File: src/gtc_pkg.sv
// gtc_pkg: shared widths, constants, beat structs and control structs
// for the tilt conditioner; no dependencies
package gtc_pkg;

    localparam int MAG_W  = 15;   // q1.14 magnitude, at most 1.0
    localparam int SMAG_W = 16;   // raw stick magnitude, up to 32768
    localparam int NUM_W  = 30;   // divider numerator
    localparam int DEN_W  = 16;   // divider denominator
    localparam int SQ_W   = 30;   // squared vector length

    localparam logic [MAG_W-1:0]  ONE_Q14  = 15'd16384;
    localparam logic [DEN_W-1:0]  FULL_Q15 = 16'h8000;
    localparam logic [SQ_W-1:0]   ONE_SQ   = 30'h1000_0000;
    localparam logic [13:0]       DZ_RESET = 14'd2458;

    // divider operations: stick conditioning or unit-circle scaling, per axis
    localparam logic [1:0] OP_CX = 2'd0;
    localparam logic [1:0] OP_CY = 2'd1;
    localparam logic [1:0] OP_SX = 2'd2;
    localparam logic [1:0] OP_SY = 2'd3;

    typedef struct packed {
        logic [3:0]         key_dirs;
        logic [2:0]         key_buttons;
        logic               pad_present;
        logic signed [15:0] stick_x;
        logic signed [15:0] stick_y;
        logic [2:0]         pad_buttons;
    } t_in;

    typedef struct packed {
        logic signed [15:0] tilt_x;
        logic signed [15:0] tilt_y;
        logic [2:0]         held_bits;
        logic [2:0]         pressed_bits;
    } t_out;

    typedef struct packed {
        logic       capture;
        logic       div_start;
        logic       div_load;
        logic [1:0] div_op;
        logic       pick_stick;
        logic       sq_x;
        logic       sq_y;
        logic       sqrt_start;
        logic       finish;
    } t_cmd;

    typedef struct packed {
        logic div_done;
        logic sqrt_done;
        logic need_clamp;
        logic out_free;
    } t_status;

endpackage

File: src/gtc_div.sv
// gtc_div: restoring divider, one quotient bit per cycle
// depends on gtc_pkg; quotient known to fit in MAG_W bits
module gtc_div
    import gtc_pkg::*;
(
    input  logic             i_clk,
    input  logic             i_rst_n,
    input  logic             i_start,
    input  logic [NUM_W-1:0] i_num,
    input  logic [DEN_W-1:0] i_den,
    output logic             o_done,
    output logic [MAG_W-1:0] o_quo
);

    localparam logic [3:0] STEPS = 4'(MAG_W);

    logic [3:0]       r_cnt;
    logic             r_done;
    logic [DEN_W-1:0] r_rem;
    logic [DEN_W-1:0] r_den;
    logic [MAG_W-1:0] r_low;
    logic [MAG_W-1:0] r_quo;
    logic [DEN_W:0]   trial;
    logic [DEN_W:0]   diff;
    logic             fits;
    logic [DEN_W-1:0] n_rem;

    assign trial = {r_rem, r_low[MAG_W-1]};
    assign diff  = trial - {1'b0, r_den};
    assign fits  = (trial >= {1'b0, r_den});
    assign n_rem = fits ? diff[DEN_W-1:0] : trial[DEN_W-1:0];

    always_ff @(posedge i_clk) begin
        if (!i_rst_n) begin
            r_cnt  <= '0;
            r_done <= 1'b0;
        end else begin
            r_done <= 1'b0;
            if (i_start) begin
                r_cnt <= STEPS;
            end else if (r_cnt != '0) begin
                r_cnt  <= r_cnt - 4'd1;
                r_done <= (r_cnt == 4'd1);
            end
        end
    end

    always_ff @(posedge i_clk) begin
        if (i_start) begin
            // upper numerator bits are already below the divisor
            r_rem <= {1'b0, i_num[NUM_W-1:MAG_W]};
            r_low <= i_num[MAG_W-1:0];
            r_den <= i_den;
        end else if (r_cnt != '0) begin
            r_rem <= n_rem;
            r_low <= {r_low[MAG_W-2:0], 1'b0};
            r_quo <= {r_quo[MAG_W-2:0], fits};
        end
    end

    assign o_done = r_done;
    assign o_quo  = r_quo;

endmodule

File: src/gtc_isqrt.sv
// gtc_isqrt: digit-by-digit integer square root, two radicand bits per cycle
// depends on gtc_pkg; radicand below 2^30
module gtc_isqrt
    import gtc_pkg::*;
(
    input  logic             i_clk,
    input  logic             i_rst_n,
    input  logic             i_start,
    input  logic [SQ_W-1:0]  i_rad,
    output logic             o_done,
    output logic [MAG_W-1:0] o_root
);

    localparam logic [SQ_W-2:0] BIT_TOP = 29'h1000_0000;

    logic [SQ_W-2:0] r_bit;
    logic            r_done;
    logic [SQ_W-1:0] r_rad;
    logic [SQ_W-1:0] r_res;
    logic [SQ_W-1:0] sum;
    logic            fits;

    assign sum  = r_res + {1'b0, r_bit};
    assign fits = (r_rad >= sum);

    always_ff @(posedge i_clk) begin
        if (!i_rst_n) begin
            r_bit  <= '0;
            r_done <= 1'b0;
        end else begin
            r_done <= 1'b0;
            if (i_start) begin
                r_bit <= BIT_TOP;
            end else if (r_bit != '0) begin
                r_bit  <= r_bit >> 2;
                r_done <= r_bit[0];
            end
        end
    end

    always_ff @(posedge i_clk) begin
        if (i_start) begin
            r_rad <= i_rad;
            r_res <= '0;
        end else if (r_bit != '0) begin
            if (fits) begin
                r_rad <= r_rad - sum;
                r_res <= {1'b0, r_res[SQ_W-1:1]} + {1'b0, r_bit};
            end else begin
                r_res <= {1'b0, r_res[SQ_W-1:1]};
            end
        end
    end

    assign o_done = r_done;
    assign o_root = r_res[MAG_W-1:0];

endmodule

File: src/gtc_datapath.sv
// gtc_datapath: input capture, deadzone rescale, length check, clamp and output register
// depends on gtc_pkg, gtc_div and gtc_isqrt
module gtc_datapath
    import gtc_pkg::*;
(
    input  logic       i_clk,
    input  logic       i_rst_n,
    input  logic       i_cfg_valid,
    input  logic [13:0] i_cfg_data,
    input  t_in        i_in_data,
    input  t_cmd       i_cmd,
    output t_status    o_status,
    input  logic       i_out_ready,
    output logic       o_out_valid,
    output t_out       o_out_data
);

    logic [13:0]       r_dz;
    logic              r_out_valid;
    logic [2:0]        r_prev;
    t_out              r_out;

    logic [MAG_W-1:0]  r_mag_x, r_mag_y;
    logic              r_neg_x, r_neg_y;
    logic [SMAG_W-1:0] r_smag_x, r_smag_y;
    logic              r_sneg_x, r_sneg_y;
    logic [MAG_W-1:0]  r_cmag_x, r_cmag_y;
    logic              r_pad;
    logic [2:0]        r_held;
    logic [SQ_W-1:0]   r_acc;

    logic [SMAG_W-1:0] dz16;
    logic [DEN_W-1:0]  span;
    logic [NUM_W-1:0]  div_num;
    logic [DEN_W-1:0]  div_den;
    logic              div_done;
    logic [MAG_W-1:0]  div_quo;
    logic              sqrt_done;
    logic [MAG_W-1:0]  root;
    logic [MAG_W-1:0]  mul_in;
    logic [SQ_W-1:0]   prod;
    logic [15:0]       sx_u, sy_u;
    logic [SMAG_W-1:0] sx_mag, sy_mag;
    logic              sy_neg;
    logic [15:0]       tx, ty;

    assign dz16 = {1'b0, r_dz, 1'b0};
    assign span = FULL_Q15 - dz16;

    // stick magnitudes; y is inverted with saturation at full scale
    assign sx_u   = i_in_data.stick_x;
    assign sy_u   = i_in_data.stick_y;
    assign sx_mag = sx_u[15] ? (~sx_u + 16'd1) : sx_u;
    assign sy_mag = (sy_u == 16'h8000) ? 16'd32767 : (sy_u[15] ? (~sy_u + 16'd1) : sy_u);
    assign sy_neg = !sy_u[15] && (sy_u != 16'd0);

    always_comb begin
        unique case (i_cmd.div_op)
            OP_CX: begin
                div_num = {16'(r_smag_x - dz16), 14'b0};
                div_den = span;
            end
            OP_CY: begin
                div_num = {16'(r_smag_y - dz16), 14'b0};
                div_den = span;
            end
            OP_SX: begin
                div_num = {1'b0, r_mag_x, 14'b0};
                div_den = {1'b0, root};
            end
            default: begin
                div_num = {1'b0, r_mag_y, 14'b0};
                div_den = {1'b0, root};
            end
        endcase
    end

    gtc_div u_div (
        .i_clk   (i_clk),
        .i_rst_n (i_rst_n),
        .i_start (i_cmd.div_start),
        .i_num   (div_num),
        .i_den   (div_den),
        .o_done  (div_done),
        .o_quo   (div_quo)
    );

    gtc_isqrt u_isqrt (
        .i_clk   (i_clk),
        .i_rst_n (i_rst_n),
        .i_start (i_cmd.sqrt_start),
        .i_rad   (r_acc),
        .o_done  (sqrt_done),
        .o_root  (root)
    );

    assign mul_in = i_cmd.sq_y ? r_mag_y : r_mag_x;
    assign prod   = {15'd0, mul_in} * {15'd0, mul_in};

    assign tx = r_neg_x ? (16'd0 - {1'b0, r_mag_x}) : {1'b0, r_mag_x};
    assign ty = r_neg_y ? (16'd0 - {1'b0, r_mag_y}) : {1'b0, r_mag_y};

    always_ff @(posedge i_clk) begin
        if (!i_rst_n) begin
            r_dz        <= DZ_RESET;
            r_out_valid <= 1'b0;
            r_prev      <= '0;
        end else begin
            if (i_cfg_valid) begin
                r_dz <= i_cfg_data;
            end
            if (i_cmd.finish) begin
                r_out_valid <= 1'b1;
                r_prev      <= r_held;
            end else if (i_out_ready) begin
                r_out_valid <= 1'b0;
            end
        end
    end

    always_ff @(posedge i_clk) begin
        if (i_cmd.capture) begin
            r_mag_x  <= (i_in_data.key_dirs[0] ^ i_in_data.key_dirs[1]) ? ONE_Q14 : '0;
            r_neg_x  <= i_in_data.key_dirs[0] & ~i_in_data.key_dirs[1];
            r_mag_y  <= (i_in_data.key_dirs[2] ^ i_in_data.key_dirs[3]) ? ONE_Q14 : '0;
            r_neg_y  <= i_in_data.key_dirs[3] & ~i_in_data.key_dirs[2];
            r_smag_x <= sx_mag;
            r_sneg_x <= sx_u[15];
            r_smag_y <= sy_mag;
            r_sneg_y <= sy_neg;
            r_pad    <= i_in_data.pad_present;
            r_held   <= i_in_data.key_buttons
                      | (i_in_data.pad_present ? i_in_data.pad_buttons : 3'd0);
        end
        if (i_cmd.div_load) begin
            unique case (i_cmd.div_op)
                OP_CX:   r_cmag_x <= (r_smag_x < dz16) ? '0 : div_quo;
                OP_CY:   r_cmag_y <= (r_smag_y < dz16) ? '0 : div_quo;
                OP_SX:   r_mag_x  <= div_quo;
                default: r_mag_y  <= div_quo;
            endcase
        end
        // stick wins only when present and out of the deadzone on some axis
        if (i_cmd.pick_stick && r_pad && (r_cmag_x != '0 || r_cmag_y != '0)) begin
            r_mag_x <= r_cmag_x;
            r_neg_x <= r_sneg_x;
            r_mag_y <= r_cmag_y;
            r_neg_y <= r_sneg_y;
        end
        if (i_cmd.sq_x) begin
            r_acc <= prod;
        end else if (i_cmd.sq_y) begin
            r_acc <= r_acc + prod;
        end
        if (i_cmd.finish) begin
            r_out.tilt_x       <= tx;
            r_out.tilt_y       <= ty;
            r_out.held_bits    <= r_held;
            r_out.pressed_bits <= r_held & ~r_prev;
        end
    end

    assign o_status.div_done   = div_done;
    assign o_status.sqrt_done  = sqrt_done;
    assign o_status.need_clamp = (r_acc > ONE_SQ);
    assign o_status.out_free   = !r_out_valid || i_out_ready;

    assign o_out_valid = r_out_valid;
    assign o_out_data  = r_out;

`ifndef SYNTHESIS
    a_finish_slot_free: assert property (@(posedge i_clk) disable iff (!i_rst_n)
        i_cmd.finish |-> (!r_out_valid || i_out_ready))
        else $error("result written over an untaken beat");

    a_cond_in_range: assert property (@(posedge i_clk) disable iff (!i_rst_n)
        (i_cmd.div_load && i_cmd.div_op == OP_CX) |=> (r_cmag_x <= ONE_Q14))
        else $error("conditioned stick x above full scale");

    a_clamp_on_circle: assert property (@(posedge i_clk) disable iff (!i_rst_n)
        (i_cmd.div_load && i_cmd.div_op == OP_SY)
            |=> (r_mag_x <= ONE_Q14 && r_mag_y <= ONE_Q14))
        else $error("clamped tilt outside unit range");
`endif

endmodule

File: src/gtc_ctrl.sv
// gtc_ctrl: sequencer for one frame: two rescales, length check, optional clamp
// depends on gtc_pkg; drives the datapath through t_cmd and reads t_status
module gtc_ctrl
    import gtc_pkg::*;
(
    input  logic    i_clk,
    input  logic    i_rst_n,
    input  logic    i_in_valid,
    output logic    o_in_ready,
    input  t_status i_status,
    output t_cmd    o_cmd
);

    localparam logic [3:0] S_IDLE = 4'd0;
    localparam logic [3:0] S_DXL  = 4'd1;
    localparam logic [3:0] S_DXW  = 4'd2;
    localparam logic [3:0] S_DYL  = 4'd3;
    localparam logic [3:0] S_DYW  = 4'd4;
    localparam logic [3:0] S_SEL  = 4'd5;
    localparam logic [3:0] S_SQX  = 4'd6;
    localparam logic [3:0] S_SQY  = 4'd7;
    localparam logic [3:0] S_CHK  = 4'd8;
    localparam logic [3:0] S_RTL  = 4'd9;
    localparam logic [3:0] S_RTW  = 4'd10;
    localparam logic [3:0] S_SXL  = 4'd11;
    localparam logic [3:0] S_SXW  = 4'd12;
    localparam logic [3:0] S_SYL  = 4'd13;
    localparam logic [3:0] S_SYW  = 4'd14;
    localparam logic [3:0] S_FIN  = 4'd15;

    logic [3:0] r_state;
    logic [3:0] n_state;

    always_comb begin
        n_state = r_state;
        o_cmd   = '0;
        unique case (r_state)
            S_IDLE: begin
                if (i_in_valid) begin
                    o_cmd.capture = 1'b1;
                    n_state       = S_DXL;
                end
            end
            S_DXL: begin
                o_cmd.div_op    = OP_CX;
                o_cmd.div_start = 1'b1;
                n_state         = S_DXW;
            end
            S_DXW: begin
                o_cmd.div_op = OP_CX;
                if (i_status.div_done) begin
                    o_cmd.div_load = 1'b1;
                    n_state        = S_DYL;
                end
            end
            S_DYL: begin
                o_cmd.div_op    = OP_CY;
                o_cmd.div_start = 1'b1;
                n_state         = S_DYW;
            end
            S_DYW: begin
                o_cmd.div_op = OP_CY;
                if (i_status.div_done) begin
                    o_cmd.div_load = 1'b1;
                    n_state        = S_SEL;
                end
            end
            S_SEL: begin
                o_cmd.pick_stick = 1'b1;
                n_state          = S_SQX;
            end
            S_SQX: begin
                o_cmd.sq_x = 1'b1;
                n_state    = S_SQY;
            end
            S_SQY: begin
                o_cmd.sq_y = 1'b1;
                n_state    = S_CHK;
            end
            S_CHK: begin
                n_state = i_status.need_clamp ? S_RTL : S_FIN;
            end
            S_RTL: begin
                o_cmd.sqrt_start = 1'b1;
                n_state          = S_RTW;
            end
            S_RTW: begin
                if (i_status.sqrt_done) begin
                    n_state = S_SXL;
                end
            end
            S_SXL: begin
                o_cmd.div_op    = OP_SX;
                o_cmd.div_start = 1'b1;
                n_state         = S_SXW;
            end
            S_SXW: begin
                o_cmd.div_op = OP_SX;
                if (i_status.div_done) begin
                    o_cmd.div_load = 1'b1;
                    n_state        = S_SYL;
                end
            end
            S_SYL: begin
                o_cmd.div_op    = OP_SY;
                o_cmd.div_start = 1'b1;
                n_state         = S_SYW;
            end
            S_SYW: begin
                o_cmd.div_op = OP_SY;
                if (i_status.div_done) begin
                    o_cmd.div_load = 1'b1;
                    n_state        = S_FIN;
                end
            end
            S_FIN: begin
                if (i_status.out_free) begin
                    o_cmd.finish = 1'b1;
                    n_state      = S_IDLE;
                end
            end
            default: begin
                n_state = S_IDLE;
            end
        endcase
    end

    always_ff @(posedge i_clk) begin
        if (!i_rst_n) begin
            r_state <= S_IDLE;
        end else begin
            r_state <= n_state;
        end
    end

    assign o_in_ready = (r_state == S_IDLE);

`ifndef SYNTHESIS
    a_div_done_waited: assert property (@(posedge i_clk) disable iff (!i_rst_n)
        i_status.div_done |-> (r_state == S_DXW || r_state == S_DYW
                               || r_state == S_SXW || r_state == S_SYW))
        else $error("divider finished outside a wait state");

    a_sqrt_done_waited: assert property (@(posedge i_clk) disable iff (!i_rst_n)
        i_status.sqrt_done |-> (r_state == S_RTW))
        else $error("square root finished outside its wait state");
`endif

endmodule

File: src/gamepad_tilt_conditioner_core.sv
// channel  direction  handshake                  beat
// in       input      i_in_valid / o_in_ready    t_in  i_in_data
// out      output     o_out_valid / i_out_ready  t_out o_out_data
// cfg      input      i_cfg_valid / o_cfg_ready  deadzone level, 14 bits
//
// one frame at a time: the next beat is taken only once the sequencer is done with the
// last; the shared 15-step divider runs twice per frame, four times when the tilt is
// clamped to the unit circle.
// the result sits in an output register, so the next beat is taken while it waits.
// synchronous active-low reset; deadzone returns to 2458, button history clears.
// config writes are always taken and are meant for an idle block.
//
// top level of the tilt conditioner; depends on gtc_pkg, gtc_ctrl, gtc_datapath
module gamepad_tilt_conditioner_core
    import gtc_pkg::*;
(
    input  logic        i_clk,
    input  logic        i_rst_n,
    input  logic        i_in_valid,
    output logic        o_in_ready,
    input  t_in         i_in_data,
    output logic        o_out_valid,
    input  logic        i_out_ready,
    output t_out        o_out_data,
    input  logic        i_cfg_valid,
    output logic        o_cfg_ready,
    input  logic [13:0] i_cfg_data
);

    t_cmd    cmd;
    t_status status;

    assign o_cfg_ready = 1'b1;

    gtc_ctrl u_ctrl (
        .i_clk      (i_clk),
        .i_rst_n    (i_rst_n),
        .i_in_valid (i_in_valid),
        .o_in_ready (o_in_ready),
        .i_status   (status),
        .o_cmd      (cmd)
    );

    gtc_datapath u_datapath (
        .i_clk       (i_clk),
        .i_rst_n     (i_rst_n),
        .i_cfg_valid (i_cfg_valid),
        .i_cfg_data  (i_cfg_data),
        .i_in_data   (i_in_data),
        .i_cmd       (cmd),
        .o_status    (status),
        .i_out_ready (i_out_ready),
        .o_out_valid (o_out_valid),
        .o_out_data  (o_out_data)
    );

endmodule
File: config.mk
export PLATFORM = sky130hd
export DESIGN_NAME = gamepad_tilt_conditioner_core
export DESIGN_NICKNAME = d
export VERILOG_FILES = /design/src/gtc_pkg.sv /design/src/gtc_div.sv /design/src/gtc_isqrt.sv /design/src/gtc_datapath.sv /design/src/gtc_ctrl.sv /design/src/gamepad_tilt_conditioner_core.sv
export SDC_FILE = /design/constraint.sdc
export NUM_CORES = 1
export LEC_CHECK = 0
export BUFFER_PORTS_ARGS = -buffer_cell sky130_fd_sc_hd__buf_2
export CORE_MARGIN = 3
export CORE_UTILIZATION = 46
export DETAILED_ROUTE_END_ITERATION = 7
export GPL_TIMING_DRIVEN = 0
export PLACE_DENSITY_LB_ADDON = 0.15
export SLEW_MARGIN = 25
export SYNTH_ARGS = -nofsm -noshare
export SYNTH_HDL_FRONTEND = slang
export SYNTH_SLANG_ARGS = --single-unit
File: constraint.sdc
create_clock -name i_clk -period 10 [get_ports i_clk]
set_clock_uncertainty 0.2 [all_clocks]
set_input_delay 2 -clock i_clk [delete_from_list [all_inputs] [get_ports i_clk]]
set_output_delay 2 -clock i_clk [all_outputs]
set_load 0.05 [all_outputs]
==> results of run 1 <==
-- registers in the layout (all words and copies together), names as in the netlist, 16 cells and up --
| name | cells |
|---|---|
| u_datapath.r_acc | 30 |
| u_datapath.u_div.r_den | 16 |
| u_datapath.r_smag_y | 16 |
| u_datapath.r_smag_x | 16 |
| u_datapath.u_isqrt.r_res | 30 |
| u_datapath.o_out_data | 38 |
| u_datapath.u_div.r_rem | 16 |
| u_datapath.u_isqrt.r_rad | 30 |
-- metrics by stage --
stage / hold slack, ns / cells / cell area (sq um) / power (mW)
floorplan: 0.2414 / 2860 / 26690 / 2.565
global placement: 0.2492 / 3715 / 28130 / 2.904
detailed placement: 0.2618 / 3721 / 28290 / 2.942
CTS: 0.2764 / 3794 / 29660 / 4.403
global route: 0.2972 / 3801 / 29830 / 4.614
finish: 0.2777 / 3802 / 29830 / 4.409
-- final timing paths --
| kind | to | slack [ns] | depth (start not counted) |
|---|---|---|---|
| setup reg to reg | u_datapath.r_acc[27] | 0.40 | 36 |
| hold reg to reg | u_datapath.o_out_data[3] | 0.28 | 0 |
| setup / recovery | u_datapath.r_acc[27] | 0.40 | 36 |
| hold / removal | u_datapath.o_out_data[3] | 0.28 | 0 |
-- layout by cell type (no fill, tap or decap), types with 89 or more instances in the layout --
cell type,count
inv_1,286
nand2_1,239
ha_1,234
nor2_1,227
edfxtp_1,215
a21oi_1,178
o21ai_0,152
fa_1,141
xnor2_1,139
buf_2,106
dfxtp_1,104
xor2_1,89
-- worst max-delay path: cells and delay by family (launching register included) --
kind	cells	cell delay, ns
AND/OR/NAND/NOR	5	0.86
flip-flops	1	0.38
adder cells (fa/ha/maj)	8	3.78
AO/OA/AOI/OAI	11	2.39
buffers and inverters	8	0.65
XOR/XNOR	2	0.44
multiplexers	2	0.66
-- layer usage --
layer | vias up | track usage
met5 | - | 0
li1 | 10390 | -
met1 | 10670 | 0.3477
met4 | 0 | 0.07390
met2 | 715 | 0.3957
met3 | 136 | 0.04565
-- power breakdown --
group	internal, mW	total [mW]	switching, mW	leakage, nW
logic	0.475	1.20	0.724	9.58
clock network	0.860	1.45	0.590	0.630
registers	1.62	1.76	0.139	2.83
-- logic make-up (layout without fill, tap and decap cells) --
family          count (synthesis)  in the layout
compound gates                709            709
xor+xnor                      229            229
fa+ha+maj                     375            375
buf+inv                       392            577
flops                         319            319
mux                            48             48
other cells                     1              2
simple gates                  787            787
-- layout make-up --
| cell class | count | area (sq um) | area share |
|---|---|---|---|
| clock inverter | 13 | 132.6 | 0.004446 |
| buffer | 99 | 446.7 | 0.01497 |
| tap | 756 | 945.9 | 0.03171 |
| antenna | 1 | 2.502 | 0.00008389 |
| sequential | 319 | 8538 | 0.2862 |
| clock buffer | 59 | 1164 | 0.03901 |
| inverter | 292 | 1106 | 0.03708 |
| multi-input combinational | 2149 | 16800 | 0.5631 |
| timing repair buffer | 114 | 696.9 | 0.02336 |
-- what timing repair did --
item                                   in CTS  in global routing
resized for setup                          20                 27
endpoints found under the hold margin       0                  0
setup buffers                               1                  8
setup endpoints to repair                  12                  9
==> impl_metrics.tcl, run 1 <==
set metrics [dict create \
    fin_setup_tns_ns 0 \
    synth_top_area_cell "edfxtp_1" \
    synth-simple-area-share 0.1401 \
    crit_start "u_ctrl.r_state[3]" \
    cts_root_buf "clkbuf_16" \
    maxCapViolCount 0 \
    vias 21910 \
    synth_compound_area_frac 0.1734 \
    grt_pass1_vias 21600 \
    top_layer_used "met4" \
    rows 87 \
    gp_congestion 0.9340 \
    critPathSlowestCell "fa_1" \
    slowest_delay_ns 0.55 \
    finalMaxSlewViolations 0 \
    pin_count 103 \
    fin_util 0.5240 \
    wl_met2_um 34960 \
    synth_top_area_share 0.2419 \
    critPathMaxFanout 10 \
    worstMarginPinSlew_ns 0.9446 \
    syn-instance-count 2860 \
    grt.overflow.total 0 \
    fmax_mhz 104.2 \
    grt_pass1_wl_um 119200 \
    r2r-start "u_ctrl.r_state[3]" \
    drcViolationCount 5 \
    finalHoldViolCount 0 \
    period_minus_slack_ns 9.597 \
    htree_levels 2 \
    grt_util_all_layers 0.2494 \
    hpwl_um 59740 \
    netlist_area_sq_um 26690 \
    leakagePower_nw 13.05 \
    cts_tree "yes" \
    yosysWarnings 0 \
    drive_gt1_frac 0.09392 \
    firstDrtPassIters 8 \
    setup_ws_ns 0.4035 \
    die_w_um 246.9 \
    synth-seq-cells 319 \
    nFillCells 5248 \
    synthFlopType "edfxtp_1" \
    cts_hold_buf 0 \
    drt_iter0_markers 1850 \
    synth_top_family_by_area "adder cells" \
    wl_met3_um 5504 \
    start_kind "register" \
    antenna_found_initial 2 \
    hold_start "u_datapath.r_held[0]" \
    antenna_left 0 \
    hold_class "register to register" \
    cts_buffers 40 \
    initial_utilization 0.4687 \
    vias_per_cell 5.764 \
    place_ws_ns -1.084 \
    yosys-top-cells-count "inv_1, nand2_1, ha_1, nor2_1, edfxtp_1" \
    relSlewSlack 0.3654 \
    area_growth_pct 11.79 \
    rsz0062_at_grt "no" \
    grt_max_degree 32 \
    clk_pin_slew_ns 0.06 \
    synth_mux_area_frac 0.01875 \
    async_reset_ff_frac 0 \
    power.density_nw_per_um2 147.8 \
    cts_max_path_buffers 3 \
    setup_viol 0 \
    synth-edff-count 215 \
    synth_nets 3297 \
    synthAdderAreaFrac 0.2155 \
    cts_num_sinks 319 \
    wl_per_cell_um 20.22 \
    core-area_sq_um 56930 \
    cp.required_ns 10.09 \
    postRouteWirelength_um 76870 \
    end_kind "register" \
    critPathKind "register to register" \
    clock_latency_ns 0.57 \
    synth_xor_area_frac 0.07516 \
    post_synth_num_cell_types 95 \
    port_buffers 99 \
    status "finished, violations left" \
    critical_path_arrival_ns 9.69 \
    dieArea_sq_um 60940 \
    period_share 0.9597 \
    ys_seq_area_frac 0.3200 \
    violations "DRC" \
    synth_most_common_cell "inv_1" \
    die_y_um 246.9 \
    synth_area_leaders "edfxtp_1, ha_1, fa_1" \
    synth_area_per_cell_sq_um 9.331 \
    final_nets 3452 \
    drt-met1-wl_um 34350 \
    vdd_drop_max_mv 0.1267 \
]
No activity file was read; power rests on OpenSTA's default activity.
==> run 2: changes to the inputs <==
REMOVE_ABC_BUFFERS = 1   (was unset)
TNS_END_PERCENT = 5   (was unset)
==> run 2 against run 1 <==
The run now ends clean. Critical path depth rose by 1. Die area did not move. Flip-flop and latch count did not move. First-iteration DRC count fell by 11%. Global-route usage fell by 2.0 points. Count of clock-buffer cells in the layout fell by 11. Total power fell by 0.69%. Sequential share of layout area rose by 0.29 points. Sequential power barely moved.
==> impl_metrics.tcl, run 2 (synthesis gave the netlist of run 1 again) <==
set metrics [dict create \
    vias 20960 \
    period_share 0.9529 \
    core-area_sq_um 56930 \
    cts_tree "yes" \
    cts_hold_buf 0 \
    critPathSlowestCell "fa_1" \
    antenna_found_initial 1 \
    port_buffers 101 \
    rsz0062_at_grt "no" \
    power.density_nw_per_um2 148.1 \
    leakagePower_nw 12.95 \
    nFillCells 5299 \
    end_kind "register" \
    pin_count 103 \
    rows 87 \
    die_y_um 246.9 \
    cts_num_sinks 319 \
    relSlewSlack 0.2704 \
    dieArea_sq_um 60940 \
    setup_viol 0 \
    fmax_mhz 104.9 \
    grt_pass1_wl_um 110900 \
    fin_setup_tns_ns 0 \
    largest_reg_flops 38 \
    finalMaxSlewViolations 0 \
    r2r_setup_slack_ns 0.47 \
    wl_per_cell_um 19.02 \
    cts_buffers 38 \
    hpwl_um 54740 \
    final_nets 3367 \
    start_kind "register" \
    critPathMaxFanout 23 \
    postRouteWirelength_um 70690 \
    grt.overflow.total 0 \
    worstMarginPinSlew_ns 1.090 \
    critical_path_arrival_ns 9.64 \
    initial_utilization 0.4687 \
    maxCapViolCount 0 \
    period_minus_slack_ns 9.529 \
    mostFrequentLayoutCells "inv_1, nand2_1, ha_1, nor2_1, edfxtp_1" \
    die_w_um 246.9 \
    grt_pass1_vias 20330 \
    firstDrtPassIters 7 \
    cts_max_path_buffers 3 \
    area_growth_pct 10.81 \
    antenna_cells 0 \
    clk_pin_slew_ns 0.06 \
    finalHoldViolCount 0 \
    vias_per_cell 5.640 \
    hold_class "register to register" \
    clock_latency_ns 0.57 \
    vdd_drop_max_mv 0.1578 \
    gp_congestion 0.8895 \
    slowest_delay_ns 0.55 \
    grt_util_all_layers 0.2296 \
    drive_gt1_frac 0.09865 \
    power.total_mw 4.379 \
    htree_levels 2 \
    status "finished, final reports clean" \
    antenna_left 0 \
    layout_commonest_cell "inv_1" \
    drcViolationCount 0 \
    cts_root_buf "clkbuf_16" \
    cp.required_ns 10.12 \
    grt_max_degree 42 \
    drt_iter0_markers 1644 \
    critPathKind "register to register" \
]
run 2: cell count changes in the layout (fill, tap and decap cells not counted), sizes merged:
cell	previous run	this run
clkbuf	143	48
bufinv	2	4
inv	293	290
diode	1	0
clkinv	6	16
buf	129	130
run 2: repair_timing:
item	4_1_cts	5_1_grt
buffers inserted	2	6
gates resized for setup	22	11
setup endpoints to repair	17	8
run 2: layout make-up:
class                   instances  area, sq um  share of cell area
multi-input cells            2149        16830              0.5693
flip-flops and latches        319         8551              0.2892
inverters                     292         1110             0.03753
clock buffers                  48         1070             0.03618
well taps                     756        945.9             0.03199
repair buffers                130        830.8             0.02810
clock inverters                22        229.0            0.007743
run 2: per-layer routing:
layer / global-route usage / vias to the layer above / share of wire
li1: - / 10210 / -
met1: 0.3361 / 10110 / 0.47
met2: 0.3561 / 560 / 0.44
met3: 0.03698 / 77 / 0.066
met4: 0.05110 / 2 / 0.017
met5: 0.009804 / - / 0.0011
run 2: worst paths after layout:
kind                                            from                        to  depth (start not counted)
worst max register to register     u_ctrl.r_state[1]      u_datapath.r_acc[27]                         37
worst min-delay path            u_datapath.r_held[2]  u_datapath.o_out_data[5]                          0
worst min register to register  u_datapath.r_held[2]  u_datapath.o_out_data[5]                          0
worst max-delay path               u_ctrl.r_state[1]      u_datapath.r_acc[27]                         37
run 2: power breakdown:
part / internal [mW] / switching (mW) / total [mW]
registers: 1.62 / 0.144 / 1.77
clock network: 0.864 / 0.585 / 1.45
logic: 0.468 / 0.696 / 1.16
run 2: critical path, delay by kind of cell, from the launching register on:
kind | cells | cell delay [ns]
adder cells (fa/ha/maj) | 8 | 3.80
AO/OA/AOI/OAI | 11 | 1.83
AND/OR/NAND/NOR | 7 | 1.42
multiplexers | 2 | 0.77
buffers and inverters | 7 | 0.51
flip-flops | 1 | 0.40
XOR/XNOR | 2 | 0.30
run 2: stage by stage:
| stage | util | setup WS, ns | std cells | hold WS, ns | cell area [sq um] |
|---|---|---|---|---|---|
| CTS | 0.5178 | 0.1189 | 3710 | 0.2764 | 29480 |
| global route | 0.5194 | 0.01561 | 3716 | 0.2995 | 29570 |
| detailed placement | 0.4929 | -1.862 | 3638 | 0.2586 | 28060 |
| global placement | 0.4868 | -1.696 | 3617 | 0.2506 | 27710 |
| floorplan | - | 0.4117 | 2760 | 0.2414 | 26260 |
| finish | 0.5194 | 0.4715 | 3716 | 0.2709 | 29570 |
